File: src/rtl/jsu_pkg.sv
// Shared types and constants for the JSON string unescape unit.
`default_nettype none

package jsu_pkg;

	// Input item: one raw byte of the escaped string body.
	typedef struct packed {
		logic [7:0] in_byte;
		logic       has_byte;
		logic       last_byte;
	} in_t;

	// Result item: one unescaped byte, end mark or error report.
	typedef struct packed {
		logic [7:0] out_byte;
		logic       out_valid;
		logic       out_last;
		logic [1:0] error_code;
	} out_t;

	// Work handed from the decoder to the output side: one to three result beats.
	typedef struct packed {
		logic [1:0]      cnt;
		logic [2:0][7:0] bytes;
		logic            vld;
		logic            last;
		logic [1:0]      err;
	} cmd_t;

	localparam logic [1:0] ERR_NONE = 2'd0;
	localparam logic [1:0] ERR_ESC  = 2'd1;
	localparam logic [1:0] ERR_HEX  = 2'd2;

	localparam logic [7:0] CHAR_BSLASH = 8'h5C;
	localparam logic [7:0] CHAR_U      = 8'h75;

	localparam int QDEPTH = 4;
	localparam int QAW    = $clog2(QDEPTH);
	localparam int QCW    = $clog2(QDEPTH + 1);

endpackage

`default_nettype wire

File: src/rtl/jsu_front.sv
// Decoder front end: accepts input bytes, tracks escape state, issues output commands.
`default_nettype none

module jsu_front import jsu_pkg::*; (
	input  logic clk,
	input  logic arst_n,
	input  logic push,
	output logic full,
	input  in_t  item,
	input  logic q_full,
	output logic cmd_push,
	output cmd_t cmd
);

	typedef enum logic [1:0] {
		MODE_TEXT = 2'd0,
		MODE_ESC  = 2'd1,
		MODE_HEX  = 2'd2
	} mode_t;

	mode_t       mode_q, mode_n;
	logic [1:0]  hex_cnt_q, hex_cnt_n;
	logic [15:0] acc_q, acc_n;
	logic        err_q, err_n;
	logic        accept;
	logic        gen;
	logic [4:0]  hv;
	logic [15:0] cp;

	// Bit 4 set marks a character that is not a hex digit.
	function automatic logic [4:0] hex_value(input logic [7:0] c);
		logic [4:0] r;
		r = 5'h10;
		if (c >= 8'h30 && c <= 8'h39) r = {1'b0, 4'(c - 8'h30)};
		else if (c >= 8'h61 && c <= 8'h66) r = {1'b0, 4'(c - 8'h57)};
		else if (c >= 8'h41 && c <= 8'h46) r = {1'b0, 4'(c - 8'h37)};
		return r;
	endfunction

	// Bit 8 set marks an unknown escape letter.
	function automatic logic [8:0] escape_equiv(input logic [7:0] c);
		logic [8:0] r;
		case (c)
			8'h62:   r = 9'h008;
			8'h66:   r = 9'h00C;
			8'h6E:   r = 9'h00A;
			8'h72:   r = 9'h00D;
			8'h74:   r = 9'h009;
			8'h22:   r = 9'h022;
			8'h5C:   r = 9'h05C;
			8'h2F:   r = 9'h02F;
			default: r = 9'h100;
		endcase
		return r;
	endfunction

	assign full     = q_full;
	assign accept   = push && !q_full;
	assign cmd_push = accept && gen;
	assign hv       = hex_value(item.in_byte);
	assign cp       = {acc_q[11:0], hv[3:0]};

	always_comb begin
		logic [8:0] eq;
		eq        = escape_equiv(item.in_byte);
		gen       = 1'b0;
		cmd       = '0;
		cmd.cnt   = 2'd1;
		cmd.last  = item.last_byte;
		mode_n    = mode_q;
		hex_cnt_n = hex_cnt_q;
		acc_n     = acc_q;
		err_n     = err_q;

		if (err_q) begin
			if (item.last_byte) begin
				gen      = 1'b1;
				mode_n   = MODE_TEXT;
				hex_cnt_n = 2'd0;
				acc_n    = '0;
				err_n    = 1'b0;
			end
		end else if (!item.has_byte) begin
			if (item.last_byte) begin
				gen = 1'b1;
				case (mode_q)
					MODE_ESC: cmd.err = ERR_ESC;
					MODE_HEX: cmd.err = ERR_HEX;
					default:  cmd.err = ERR_NONE;
				endcase
				mode_n    = MODE_TEXT;
				hex_cnt_n = 2'd0;
				acc_n     = '0;
			end
		end else begin
			case (mode_q)
				MODE_ESC: begin
					if (item.in_byte == CHAR_U) begin
						if (item.last_byte) begin
							gen     = 1'b1;
							cmd.err = ERR_HEX;
						end else begin
							mode_n    = MODE_HEX;
							hex_cnt_n = 2'd0;
							acc_n     = '0;
						end
					end else if (!eq[8]) begin
						gen          = 1'b1;
						cmd.vld      = 1'b1;
						cmd.bytes[0] = eq[7:0];
						mode_n       = MODE_TEXT;
					end else begin
						gen     = 1'b1;
						cmd.err = ERR_ESC;
					end
				end
				MODE_HEX: begin
					if (hv[4]) begin
						gen     = 1'b1;
						cmd.err = ERR_HEX;
					end else if (hex_cnt_q != 2'd3) begin
						if (item.last_byte) begin
							gen     = 1'b1;
							cmd.err = ERR_HEX;
						end else begin
							acc_n     = cp;
							hex_cnt_n = 2'(hex_cnt_q + 2'd1);
						end
					end else begin
						gen     = 1'b1;
						cmd.vld = 1'b1;
						if (cp < 16'h0080) begin
							cmd.bytes[0] = cp[7:0];
						end else if (cp < 16'h0800) begin
							cmd.cnt      = 2'd2;
							cmd.bytes[0] = {3'b110, cp[10:6]};
							cmd.bytes[1] = {2'b10, cp[5:0]};
						end else begin
							cmd.cnt      = 2'd3;
							cmd.bytes[0] = {4'b1110, cp[15:12]};
							cmd.bytes[1] = {2'b10, cp[11:6]};
							cmd.bytes[2] = {2'b10, cp[5:0]};
						end
						mode_n    = MODE_TEXT;
						hex_cnt_n = 2'd0;
						acc_n     = '0;
					end
				end
				default: begin
					if (item.in_byte == CHAR_BSLASH) begin
						if (item.last_byte) begin
							gen     = 1'b1;
							cmd.err = ERR_ESC;
						end else begin
							mode_n = MODE_ESC;
						end
					end else begin
						gen          = 1'b1;
						cmd.vld      = 1'b1;
						cmd.bytes[0] = item.in_byte;
						mode_n       = MODE_TEXT;
					end
				end
			endcase

			// Any error clears the escape state; dropping continues unless this was the end.
			if (cmd.err != ERR_NONE) begin
				mode_n    = MODE_TEXT;
				hex_cnt_n = 2'd0;
				acc_n     = '0;
				err_n     = !item.last_byte;
			end else if (gen && item.last_byte) begin
				mode_n    = MODE_TEXT;
				hex_cnt_n = 2'd0;
				acc_n     = '0;
			end
		end
	end

	always_ff @(posedge clk or negedge arst_n) begin
		if (!arst_n) begin
			mode_q    <= MODE_TEXT;
			hex_cnt_q <= 2'd0;
			acc_q     <= '0;
			err_q     <= 1'b0;
		end else if (accept) begin
			mode_q    <= mode_n;
			hex_cnt_q <= hex_cnt_n;
			acc_q     <= acc_n;
			err_q     <= err_n;
		end
	end

endmodule

`default_nettype wire

File: src/rtl/jsu_cmdq.sv
// Short command queue between the decoder and the output side.
`default_nettype none

module jsu_cmdq import jsu_pkg::*; (
	input  logic clk,
	input  logic arst_n,
	input  logic wr_en,
	input  cmd_t wr_data,
	output logic full,
	input  logic rd_en,
	output cmd_t rd_data,
	output logic empty
);

	cmd_t             mem_q [QDEPTH];
	logic [QAW-1:0]   wptr_q, rptr_q;
	logic [QCW-1:0]   count_q;
	logic             do_wr, do_rd;

	assign full    = (count_q == QCW'(QDEPTH));
	assign empty   = (count_q == '0);
	assign do_wr   = wr_en && !full;
	assign do_rd   = rd_en && !empty;
	assign rd_data = mem_q[rptr_q];

	always_ff @(posedge clk) begin
		if (do_wr) begin
			mem_q[wptr_q] <= wr_data;
		end
	end

	always_ff @(posedge clk or negedge arst_n) begin
		if (!arst_n) begin
			wptr_q  <= '0;
			rptr_q  <= '0;
			count_q <= '0;
		end else begin
			if (do_wr) wptr_q <= QAW'(wptr_q + 1'b1);
			if (do_rd) rptr_q <= QAW'(rptr_q + 1'b1);
			if (do_wr && !do_rd) count_q <= QCW'(count_q + 1'b1);
			else if (do_rd && !do_wr) count_q <= QCW'(count_q - 1'b1);
		end
	end

endmodule

`default_nettype wire

File: src/rtl/jsu_back.sv
// Output side: expands each command into result beats behind an output register.
`default_nettype none

module jsu_back import jsu_pkg::*; (
	input  logic clk,
	input  logic arst_n,
	input  cmd_t head,
	input  logic q_empty,
	output logic q_pop,
	output logic empty,
	input  logic pop,
	output out_t result
);

	logic [1:0] idx_q;
	logic       res_vld_q;
	out_t       res_q;
	logic       load;
	logic       final_beat;

	assign load       = !q_empty && (!res_vld_q || pop);
	assign final_beat = (idx_q == 2'(head.cnt - 2'd1));
	assign q_pop      = load && final_beat;
	assign empty      = !res_vld_q;
	assign result     = res_q;

	always_ff @(posedge clk) begin
		if (load) begin
			res_q.out_byte   <= head.bytes[idx_q];
			res_q.out_valid  <= head.vld;
			res_q.out_last   <= head.last && final_beat;
			res_q.error_code <= head.err;
		end
	end

	always_ff @(posedge clk or negedge arst_n) begin
		if (!arst_n) begin
			idx_q     <= 2'd0;
			res_vld_q <= 1'b0;
		end else begin
			if (load) begin
				idx_q     <= final_beat ? 2'd0 : 2'(idx_q + 2'd1);
				res_vld_q <= 1'b1;
			end else if (pop) begin
				res_vld_q <= 1'b0;
			end
		end
	end

endmodule

`default_nettype wire

File: src/rtl/json_string_unescape_utf8_unit.sv
// Top level of the JSON string unescape unit with UTF-8 output.
`default_nettype none

// Takes one byte of a JSON string body per beat and returns the unescaped UTF-8
// bytes in order. A new input beat is accepted every cycle while full is low; a
// plain byte or simple escape yields one result, the fourth hex digit of a \u
// escape yields one to three, and end marks or errors yield a byte-less result.
// Results leave through an output register at one beat per cycle, so the input
// sustains one beat per cycle except when three-byte encodings pile up; a
// four-entry command queue between the decoder and the output register absorbs
// that and any stall on the result side, and full rises only when it is
// exhausted. A result goes through a queue entry and then the output register.
module json_string_unescape_utf8_unit import jsu_pkg::*; (
	input  logic clk,
	input  logic arst_n,
	input  logic push,
	output logic full,
	input  in_t  item,
	output logic empty,
	input  logic pop,
	output out_t result
);

	logic cmd_push;
	cmd_t cmd;
	logic q_full;
	logic q_empty;
	logic q_pop;
	cmd_t head;

	jsu_front u_front (
		.clk      (clk),
		.arst_n   (arst_n),
		.push     (push),
		.full     (full),
		.item     (item),
		.q_full   (q_full),
		.cmd_push (cmd_push),
		.cmd      (cmd)
	);

	jsu_cmdq u_cmdq (
		.clk     (clk),
		.arst_n  (arst_n),
		.wr_en   (cmd_push),
		.wr_data (cmd),
		.full    (q_full),
		.rd_en   (q_pop),
		.rd_data (head),
		.empty   (q_empty)
	);

	jsu_back u_back (
		.clk     (clk),
		.arst_n  (arst_n),
		.head    (head),
		.q_empty (q_empty),
		.q_pop   (q_pop),
		.empty   (empty),
		.pop     (pop),
		.result  (result)
	);

endmodule

`default_nettype wire

File: config.mk
export PLATFORM = sky130hd
export DESIGN_NAME = json_string_unescape_utf8_unit
export DESIGN_NICKNAME = d
export VERILOG_FILES = /design/src/rtl/jsu_pkg.sv /design/src/rtl/jsu_front.sv /design/src/rtl/jsu_cmdq.sv /design/src/rtl/jsu_back.sv /design/src/rtl/json_string_unescape_utf8_unit.sv
export SDC_FILE = /design/constraint.sdc
export NUM_CORES = 1
export LEC_CHECK = 0
export BUFFER_PORTS_ARGS = -buffer_cell sky130_fd_sc_hd__clkbuf_2
export CORE_ASPECT_RATIO = 1.4
export CORE_MARGIN = 2
export CORE_UTILIZATION = 45
export DETAILED_ROUTE_END_ITERATION = 8
export GPL_TIMING_DRIVEN = 0
export RECOVER_POWER = 100
export SLEW_MARGIN = 40
export SYNTH_ARGS = -nofsm -noshare
export SYNTH_HDL_FRONTEND = slang
export SYNTH_SLANG_ARGS = --single-unit
File: constraint.sdc
create_clock -name clk -period 6.2 [get_ports clk]
set_clock_uncertainty 0.1 [all_clocks]
set_input_delay 0.62 -clock clk [delete_from_list [all_inputs] [get_ports clk]]
set_output_delay 0.62 -clock clk [all_outputs]
set_load 0.02 [all_outputs]
Yosys cells after proc, flatten, opt, wreduce, memory -nomap -nowiden
Memory sizes are Yosys's and may differ from the RTL's.
Cells that the tools add are included.
{ "classes": {"addsub": 10, "order_cmp": 9, "eq_ne": 23, "mux": 90, "n_reduce_logical": 26} }
{ "op_table": {"columns": ["operator", "n"], "rows": [
  ["2-to-1 mux 16 bit", 10],
  ["2-to-1 mux 27 bit", 4],
  ["case mux 9 bit (8 select lines)", 1],
  ["2-to-1 mux 2 bit", 33],
  ["equality test 8 x 7 -> 1 bit, second input constant", 7],
  ["2-to-1 mux 18 bit", 2],
  ["case mux 16 bit (2 select lines)", 1],
  ["2-to-1 mux 9 bit", 3],
  ["2-to-1 mux 8 bit", 3],
  ["!= test 7 x 6 -> 1 bit, second input constant", 3],
  ["2-to-1 mux 1 bit", 20],
  ["case mux 9 bit (2 select lines)", 1],
  ["binary-select mux 8 bit (select 2 bit)", 1],
  ["equality test 8 x 6 -> 1 bit, second input constant", 2],
  ["greater-or-equal comparator 8 x 7 -> 1 bit, second input constant", 2],
  ["less-or-equal comparator 8 x 7 -> 1 bit, second input constant", 2],
  ["less-than comparator 16 x 12 -> 1 bit, second input constant", 1],
  ["less-than comparator 16 x 8 -> 1 bit, second input constant", 1],
  ["case mux 2 bit (2 select lines)", 4],
  ["2-to-1 mux 5 bit", 3],
  ["2-to-1 mux 14 bit", 1],
  ["logical AND 1 bit", 13],
  ["!= test 6 x 5 -> 1 bit, second input constant", 2],
  ["AND reduction 6 bit", 2],
  ["24 further kinds", 36]
]} }
{ "word_totals": {"ff_bits": 43, "ramBits": 120, "input_bits": 14, "out_inout_bits": 14, "wordCells": 172, "mem_count": 1} }
{ "memory_table": {"columns": ["name", "words", "word_bits", "rd", "rd_ports_with_merged_regs", "wr", "line_no", "rtl"], "rows": [
  ["u_cmdq.mem_q", 4, 30, 1, 0, 1, "jsu_cmdq.sv:15", "cmd_t mem_q [QDEPTH];"]
]} }

Logic depth before layout (Yosys ltp)
Gate-level depths: netlist of the first run.
{ "depth": {"word_depth": 17, "depth_mapped": 13, "ltp_nobuf": 13} }

By module
Synthesis of the first run repeated with hierarchy kept, for this count alone.
{ "unflattened": {"hier_cells": 490, "hier_area_um2": 7413.4} }
{ "by_module_without_submodules": {"columns": ["module", "n_inst", "cells_per_inst", "area_per_inst_um2", "seq_area_each_um2"], "rows": [
  ["jsu_cmdq", 1, 193, 4790.8, 3778.6],
  ["jsu_front", 1, 237, 1906.8, 425.4],
  ["jsu_back", 1, 60, 715.7, 435.4]
]} }

Worst setup path before layout of the first run
No wires, ideal clock.
{ "synth_timing": {"path_type": "input port to flip-flop", "from": "input port item[3] in the netlist's numbering", "to": "memory u_cmdq.mem_q[0][0] in the netlist's numbering, enable pin", "setup_ns": 0.386, "arrival_time_ns": 3.203, "t_required_ns": 5.714, "setup_slack_ns": 2.511, "cell_stages": 8, "path_buffers": 0, "path_cell_list": "inv_1 > ha_1 > nor4b_1 > a31oi_1 > a21oi_1 > nand3_1 > a31oi_1 > and2_1"} }
{ "synth_via": {"elab_chain_len": 15, "elab_cells_between_ends": 26, "classes_between": "6 x order compare; 2 x eq/ne; 13 x mux; 5 x reduce/logical"} }
{ "synth_rtl": {"columns": ["element", "line_no", "rtl"], "rows": [
  ["start: declaration", "json_string_unescape_utf8_unit.sv:18", "input in_t item,"],
  ["greater-or-equal comparator 8 x 7 -> 1 bit or less-or-equal comparator 8 x 7 -> 1 bit (tied branches)", "jsu_front.sv:36", "else if (c >= 8'h41 && c <= 8'h46) r = {1'b0, 4'(c - 8'h37)};"],
  ["logical AND 1 bit", "jsu_front.sv:36", null],
  ["2-to-1 mux 5 bit", "jsu_front.sv:36", null],
  ["2-to-1 mux 5 bit", "jsu_front.sv:35", "else if (c >= 8'h61 && c <= 8'h66) r = {1'b0, 4'(c - 8'h57)};"],
  ["2-to-1 mux 5 bit", "jsu_front.sv:34", "if (c >= 8'h30 && c <= 8'h39) r = {1'b0, 4'(c - 8'h30)};"],
  ["2-to-1 mux 1 bit", "jsu_front.sv:118", "if (hv[4]) begin"],
  ["case mux 1 bit (2 select lines) (*)", "jsu_front.sv:96", "case (mode_q)"],
  ["2-to-1 mux 1 bit (*)", "jsu_front.sv:83", "end else if (!item.has_byte) begin"],
  ["2-to-1 mux 1 bit (*)", "jsu_front.sv:75", "if (err_q) begin"],
  ["2-to-1 mux 1 bit (*)", "jsu_front.sv:83", null],
  ["2-to-1 mux 1 bit (*)", "jsu_front.sv:75", null],
  ["logical AND 1 bit (*)", "jsu_front.sv:59", "assign cmd_push = accept && gen;"],
  ["logical AND 1 bit (*)", "jsu_cmdq.sv:22", "assign do_wr = wr_en && !full;"],
  ["net u_cmdq.do_wr", "jsu_cmdq.sv:18", "logic do_wr, do_rd;"],
  ["2-to-1 mux 1 bit (*)", "jsu_cmdq.sv:27", "if (do_wr) begin"],
  ["2-to-1 mux 1 bit (implied by the code) (*)", "jsu_cmdq.sv:28", "mem_q[wptr_q] <= wr_data;"],
  ["end: declaration", "jsu_cmdq.sv:15", null]
]} }
The timed path passes the listed nets; every way through them passes the cells marked *. The select of a mux whose other input is x is not followed.

Worst setup path after layout of the first run
{ "layout_timing": {"from": "input port item[3] in the netlist's numbering", "to": "memory u_cmdq.mem_q[0][6] in the netlist's numbering, enable pin"} }
Same word-level chain as after synthesis.

==> results.cfg, run 1 <==
[placed_design]
dp_slack_ps = 1663
place_area_um2 = 7338
hpwl_um = 11040
dp.cells = 701
gp_congestion = 0.8750
port_buffers = 22

[grt]
antenna_found_initial = 0
grt_pass1_wl_um = 24320
met1_usage_pct = 24.32
grt_max_degree = 28
first_global_vias = 4391
grt_use_met3_pct = 3.920
track_usage_pct = 20.47
use_met2_pct = 37.17
busiest_layer = met2
grt.overflow.total = 0

[clocking]
clkLatencyLatePin_ps = 410
path_clk_slew_ps = 60
cts_root_buf = clkbuf_16
cts_resized = 0
numCtsBuffers = 17
clock_path_buffers = 2
cts_tree = done
post_cts.repair.setup_buffers = 0
cts_hold_buf = 0
cts_sinks = 147
h-tree-depth = 4

[drt]
route.detailed.drc = 0
drt_iter0_markers = 353
routed_via_density = 5.873
firstDrtPassIters = 6
routed_wl_um = 15450
avgRoutedWirePerCell_um = 21.07
vias = 4305
drtAntennaViolNets = 0

[logic_synthesis]
synth.distinct_cells = 69
synth_area_um2 = 6827
yosysWarnings = 0
synthTopCellsByArea = edfxtp_1, dfrtp_1, mux4_2
synth_edf_count = 120
yosysSeqAreaShare_pct = 62.68
synth_top_area_share_pct = 52.79
synth_nets = 510
synth-main-ff-cell = edfxtp_1
netlist_instances = 482
syn_area_per_cell_um2 = 14.16
async_reset_ff_share_pct = 18.37
yosysMostFrequentCell = edfxtp_1
synth_top_cell_by_area = edfxtp_1
synth_seq_cells = 147
synthTopCellsByCount = edfxtp_1, inv_1, a21oi_1, dfrtp_1, mux4_2

[setup_path]
critPathKind = input port to register
cp.arrival_ps = 4720
path_buf_inv = 3
required_ps = 6210
crit_path_end_kind = register
cpMostUsedCell = a31oi_1
setup.worst_path.start_class = input port
critPathSlowestCell = and2_0
critical_path.max_stage_delay_ps = 1160
cp_max_fo = 15
crit_family = simple AND/OR/NAND/NOR gates
path_cells = clkbuf_1 -> inv_1 -> ha_1 -> nor4b_1 -> a31oi_1 -> a21oi_1 -> nand3_1 -> a31oi_1 -> and2_0 -> buf_16

[timing]
setup_viol = 0
setup_ws_ps = 1491
relSlewSlack_pct = -8.894
tightest_slew_ps = 1633
period_share_pct = 75.96
max_freq_mhz = 212.3
whs_ps = 313.9
finalHoldViolCount = 0
slew_viol_final = 28
period_minus_slack_ps = 4709
rsz0062_at_grt = no
fin_tns_setup_ps = 0

[cells_and_area]
final_util_pct = 53.14
final_cell_count_no_fill = 733
diodes = 0
final_area_um2 = 7929
syn_to_final_growth_pct = 16.15
fin_nets = 556
drive_gt1_share_pct = 16.08

[flow_run]
cap_violations = 1

[floorplan]
io_pins = 28
fp.dieW_um = 108.1
dieArea_um2 = 16190
num_rows = 53
initial_core_util_pct = 45.75
die_h_um = 149.7
coreArea_um2 = 14920

[run_status]
run_status = finished, violations left
violations = max-capacitance violations, max-slew violations

[pwr]
vdd_drop_max_uv = 183.3
power_mw = 3.293
p_per_area_nw_per_um2 = 415.3
leakage_nw = 2.788

[hold_path]
hp-class = input port to register
-- logic make-up (layout without fill, tap and decap cells) --
group                      after synthesis  count (layout)  share of synthesized area, %
AOI/OAI and AO/OA                      112             112                         11.03
xor gates and xnor gates                 9               9                         1.155
adders and majority gates               14              14                         2.676
buffers and inverters                   52             111                         3.171
DFF                                    147             147                         62.68
muxes                                   36              36                         10.25
and+or+nand+nor                        112             112                         9.036
-- where the power goes --
| group | switching, mW | leakage [nW] | total [mW] | internal (mW) |
|---|---|---|---|---|
| clock | 0.400 | 0.309 | 1.09 | 0.690 |
| sequential | 0.0589 | 1.48 | 1.34 | 1.28 |
| combinational | 0.502 | 0.997 | 0.867 | 0.366 |
-- registers in the layout, indices dropped and copies added (netlist names) --
register / count
u_cmdq.mem_q: 108
u_back.result: 12
u_front.acc_q: 12
u_cmdq.count_q: 3
u_back.idx_q: 2
u_cmdq.rptr_q: 2
u_cmdq.wptr_q: 2
u_front.hex_cnt_q: 2
u_front.mode_q: 2
u_back.res_vld_q: 1
u_front.err_q: 1
-- placed cells by master, fill, tap and decap left out, drive strengths merged, types with 10 or more instances in the layout --
cell type  instances
edfxtp           120
clkbuf            57
inv               33
o21ai             29
a21oi             28
mux4              27
dfrtp             27
nor2              23
nand2             22
ha                13
buf               10
-- path summary, 6_finish.rpt --
kind	startpoint	end	slack (ps)	cells after the start
setup / recovery	item[3]	u_cmdq.mem_q[0][6]	1490	10
hold / removal	pop	u_back.res_vld_q	310	2
setup reg to reg	u_front.mode_q[0]	u_cmdq.mem_q[0][6]	2190	8
hold reg to reg	u_cmdq.count_q[2]	u_cmdq.count_q[2]	400	1
max in group asynchronous	arst_n	u_back.res_vld_q	4530	1
min in group asynchronous	arst_n	u_cmdq.rptr_q[1]	510	1
-- layer usage --
layer | up-vias | wire length [um]
met5 | - | 0
met4 | 0 | 272
li1 | 1976 | -
met1 | 2162 | 5996
met2 | 141 | 8501
met3 | 26 | 674
-- layout make-up --
class                   count  area, um^2
well taps                 192       240.2
flip-flops and latches    147        4279
plain buffers              22       95.09
multi-input cells         283        2361
repair buffers             27       201.4
inverters                  30       112.6
clock buffers              18       439.2
fillers                  1280        6992
clock inverters            14       200.2
(Power assumes the default switching activity.)
==> run 2, diff against run 1 <==
==> constraint.sdc (replaced) <==
create_clock -name clk -period 4.66 [get_ports clk]
set_clock_uncertainty 0.1 [all_clocks]
set_input_delay 0.466 -clock clk [delete_from_list [all_inputs] [get_ports clk]]
set_output_delay 0.466 -clock clk [all_outputs]
set_load 0.02 [all_outputs]
==> run 2 against run 1 <==
Effect of this change:
- combinational power grew 34%
- total power grew 33%
- worst setup slack lost 950 ps
- worst hold slack lost 150 ps
- sequential cell count is the same
- the flow still finishes with violations (max-capacitance violations, max-slew violations)
- final area is essentially flat
- critical endpoint is now u_cmdq.count_q[2]
- first-iteration DRC count grew 0.57%
==> results.cfg, run 2 (synthesis results as in run 1) <==
[run_status]
run_status = finished, violations left
violations = max-capacitance violations, max-slew violations

[flow_run]
cap_violations = 1

[clocking]
post_cts.repair.setup_buffers = 0
cts_resized = 0
cts_tree = done
path_clk_slew_ps = 60
cts_root_buf = clkbuf_16
numCtsBuffers = 17
cts_hold_buf = 0
cts_sinks = 147
clock_path_buffers = 2
clkLatencyLatePin_ps = 410
h-tree-depth = 4

[hold_path]
hp-class = input port to register
worstHoldStart = pop
min_path_cells = 2
min_to = u_back.res_vld_q

[floorplan]
dieArea_um2 = 16190
fp.dieW_um = 108.1
io_pins = 28
die_h_um = 149.7
initial_core_util_pct = 45.75
num_rows = 53
coreArea_um2 = 14920

[placed_design]
dp_slack_ps = 277.4
port_buffers = 22
place_area_um2 = 7338
hpwl_um = 11040
dp.cells = 701
gp_congestion = 0.8750

[timing]
setup_ws_ps = 544.4
max_freq_mhz = 243.0
finalHoldViolCount = 0
period_minus_slack_ps = 4116
fin_tns_setup_ps = 0
slew_viol_final = 28
tightest_slew_ps = 1636
rsz0062_at_grt = no
period_share_pct = 88.32
whs_ps = 160.9
setup_viol = 0
relSlewSlack_pct = -9.068

[setup_path]
cp.arrival_ps = 4350
rrSetupSlack_ps = 1010
cp_max_fo = 8
crit_path_end_kind = register
critPathKind = input port to register
setup.worst_path.start_class = input port
r2r-start = u_cmdq.rptr_q[0]
reg2reg_to = u_cmdq.count_q[2]
required_ps = 4890
r2r_cells = 12

[cells_and_area]
syn_to_final_growth_pct = 16.22
final_util_pct = 53.17
regMostFlops = u_cmdq.mem_q
n_fill_cell = 1277
diodes = 0
fin_nets = 556
final_cell_count_no_fill = 733
final_area_um2 = 7934
final_cell_mix = edfxtp_1, clkbuf_1, inv_1, o21ai_0
largest_reg_flops = 108
final_common_cell = edfxtp_1
drive_gt1_share_pct = 16.82

[grt]
grt.overflow.total = 0
grt_max_degree = 28
antenna_found_initial = 0
first_global_vias = 4391
grt_pass1_wl_um = 24320
track_usage_pct = 20.47

[drt]
vias = 4279
firstDrtPassIters = 5
drtAntennaViolNets = 0
drt_iter0_markers = 355
route.detailed.drc = 0
routed_via_density = 5.838
routed_wl_um = 15450
avgRoutedWirePerCell_um = 21.07

[pwr]
leakage_nw = 2.795
vdd_drop_max_uv = 243.9
power_mw = 4.380
p_per_area_nw_per_um2 = 552.1
-- run 2: worst max-delay path: stages --
cell and delay [ps]:
clkbuf_1 280, inv_1 160, ha_1 280, nor4b_1 710
a31oi_1 130, a21oi_1 390, nand3_1 160, a31oi_1 600
ha_1 320, inv_1 60, fa_1 370, xor2_1 170
nor2_1 120, xor2_1 150
-- run 2: worst max path at each step --
stage            start                  to  slack, ps  depth (start not counted)
6_report       item[3]   u_cmdq.count_q[2]        540                         14
5_1_grt        item[3]   u_cmdq.count_q[2]        180                         14
4_1_cts        item[3]   u_cmdq.count_q[2]        730                         14
3_5_place_dp   item[3]   u_cmdq.count_q[2]        280                         14
3_3_place_gp   item[3]  u_cmdq.mem_q[0][9]       -140                          9
2_1_floorplan  item[3]  u_cmdq.mem_q[0][0]       1120                          8
-- run 2: final cells by class --
class	count	area, um^2	area share, %
Buffer	22	95.09	1.199
Clock buffer	18	439.2	5.535
Clock inverter	14	200.2	2.523
Inverter	30	112.6	1.419
Multi-Input combinational cell	283	2366	29.82
Sequential cell	147	4279	53.93
Tap cell	192	240.2	3.028
Timing Repair Buffer	27	201.4	2.539
-- run 2: per-layer routing --
| layer | GRT usage, % | vias up | wire length [um] |
|---|---|---|---|
| li1 | - | 1977 | - |
| met1 | 24.32 | 2158 | 6077 |
| met2 | 37.17 | 130 | 8503 |
| met5 | 0 | - | 0 |
| met4 | 6.474 | 0 | 214 |
| met3 | 3.920 | 14 | 649 |
-- run 2: report_power, final --
group / switching, mW / internal (mW)
sequential: 0.0790 / 1.70
combinational: 0.668 / 0.488
clock: 0.531 / 0.918
total: 1.28 / 3.10
==> run 3, diff against run 2 <==
--- a/config.mk
+++ b/config.mk
@@ -7,8 +7,7 @@
 export LEC_CHECK = 0
 export BUFFER_PORTS_ARGS = -buffer_cell sky130_fd_sc_hd__clkbuf_2
 export CORE_ASPECT_RATIO = 1.4
-export CORE_MARGIN = 2
-export CORE_UTILIZATION = 45
+export CORE_UTILIZATION = 40
 export DETAILED_ROUTE_END_ITERATION = 8
 export GPL_TIMING_DRIVEN = 0
 export RECOVER_POWER = 100
==> run 3 against run 2 <==
Effect of this change:
- the flow now finishes without violations
- sequential power about the same
- die area increased by 8.7%
- non-clock buffer count increased by 2
- combinational power about the same
- first-iteration DRC count decreased by 19%
- via count decreased by 1.1%
- largest cell class unchanged
- core utilization decreased by 6.0 points
- critical path depth decreased by 4
- sequential share of layout area increased by 0.23 points
- count of clock-buffer cells in the layout unchanged
- total power decreased by 2.5%
- worst setup slack got worse by 52 ps
==> results.cfg, run 3 (synthesis results as in run 1) <==
[cells_and_area]
final_common_cell = edfxtp_1
n_fill_cell = 1452
diodes = 0
final_cell_mix = edfxtp_1, clkbuf_1, inv_1, o21ai_0
regMostFlops = u_cmdq.mem_q
largest_reg_flops = 108
drive_gt1_share_pct = 15.84
final_cell_count_no_fill = 746
final_util_pct = 47.18
syn_to_final_growth_pct = 15.73
fin_nets = 558

[setup_path]
critical_path.max_stage_delay_ps = 830
setup.worst_path.start_class = input port
r2r_cells = 12
path_buf_inv = 3
required_ps = 4680
reg2reg_to = u_cmdq.count_q[2]
crit_family = simple AND/OR/NAND/NOR gates
path_cells = clkbuf_1 -> inv_1 -> ha_1 -> nor4b_1 -> a31oi_1 -> a21oi_1 -> nand3_1 -> a31oi_1 -> and2_0 -> buf_16
cpMostUsedCell = a31oi_1
r2r-start = u_cmdq.rptr_q[0]
rrSetupSlack_ps = 1000
critPathSlowestCell = and2_0
crit_path_end_kind = register
cp_max_fo = 19
critPathKind = input port to register
cp.arrival_ps = 4190

[timing]
slew_viol_final = 0
relSlewSlack_pct = 25.62
whs_ps = 185.7
period_minus_slack_ps = 4168
max_freq_mhz = 239.9
setup_viol = 0
period_share_pct = 89.44
rsz0062_at_grt = no
tightest_slew_ps = 1116
finalHoldViolCount = 0
setup_ws_ps = 492.0

[floorplan]
fp.dieW_um = 112.4
initial_core_util_pct = 40.77
dieArea_um2 = 17600
coreArea_um2 = 16750
die_h_um = 156.6
io_pins = 28
num_rows = 56

[drt]
avgRoutedWirePerCell_um = 20.97
vias = 4230
drt_iter0_markers = 288
routed_via_density = 5.670
route.detailed.drc = 0
drtAntennaViolNets = 0
routed_wl_um = 15640
firstDrtPassIters = 5

[clocking]
cts_root_buf = clkbuf_16
clkLatencyLatePin_ps = 420
cts_sinks = 147
cts_tree = done
h-tree-depth = 4
cts_resized = 0
clock_path_buffers = 2
post_cts.repair.setup_buffers = 0
path_clk_slew_ps = 60
numCtsBuffers = 17

[flow_run]
cap_violations = 0

[placed_design]
port_buffers = 22
dp_slack_ps = 309.3
hpwl_um = 10990
dp.cells = 712
gp_congestion = 0.9115

[hold_path]
worstHoldStart = pop
min_to = u_back.res_vld_q
min_path_cells = 2
hp-class = input port to register

[grt]
antenna_found_initial = 0
track_usage_pct = 18.48
grt.overflow.total = 0
first_global_vias = 4340
grt_pass1_wl_um = 23990
grt_max_degree = 28

[run_status]
run_status = completed

[pwr]
leakage_nw = 2.762
vdd_drop_max_uv = 220.5
power_mw = 4.270
p_per_area_nw_per_um2 = 540.5
[run 3: final cells by class]
cell class,instances,area [um^2],area share (%)
Buffer,22,95.09,1.204
Tap cell,203,254.0,3.215
Multi-Input combinational cell,283,2361,29.89
Sequential cell,147,4279,54.17
Inverter,30,112.6,1.425
Clock buffer,18,429.2,5.432
Clock inverter,14,152.6,1.932
Timing Repair Buffer,29,216.5,2.740
[run 3: what timing repair did]
action,in CTS,in global routing
setup endpoints to repair,0,0
hold buffers,0,1
hold endpoints to repair,0,8
[run 3: metal layers]
metal / part of all wire, % / vias up / track usage (%)
li1: - / 1969 / -
met1: 40 / 2132 / 21.38
met2: 54 / 100 / 33.45
met3: 2.8 / 29 / 2.285
met4: 3.1 / 0 / 9.841
met5: 0 / - / 0
[run 3: how the worst max path moves through the flow]
stage	start	to	slack (ps)	cells after the start
2_1_floorplan	item[3]	u_cmdq.mem_q[0][0]	1120	8
3_3_place_gp	item[3]	u_cmdq.mem_q[1][6]	-160	9
3_5_place_dp	item[3]	u_cmdq.count_q[2]	310	14
4_1_cts	item[3]	u_cmdq.count_q[2]	720	14
5_1_grt	item[2]	u_cmdq.mem_q[3][4]	260	10
6_report	item[2]	u_cmdq.mem_q[0][23]	490	10
[run 3: report_power, final]
part	switching (mW)	internal (mW)
Combinational	0.671	0.488
Sequential	0.0773	1.70
Clock	0.543	0.794
Total	1.29	2.98
[run 3: per-stage QoR]
| step | setup TNS (ps) | instance area [um^2] |
|---|---|---|
| detailed placement | 0 | 7338 |
| global placement | -15450 | 7191 |
| CTS | 0 | 7920 |
| finish | 0 | 7900 |
| global route | 0 | 7900 |
| floorplan | 0 | 6827 |
[run 3: worst reg2reg max path: stages, from the launching register on]
cell,delay (ps)
dfrtp_1,360
clkbuf_1,630
mux4_2,600
and2_1,170
mux2i_1,250
inv_1,130
nand2_1,190
ha_1,220
inv_1,60
fa_1,380
xor2_1,170
nor2_1,120
xor2_1,180
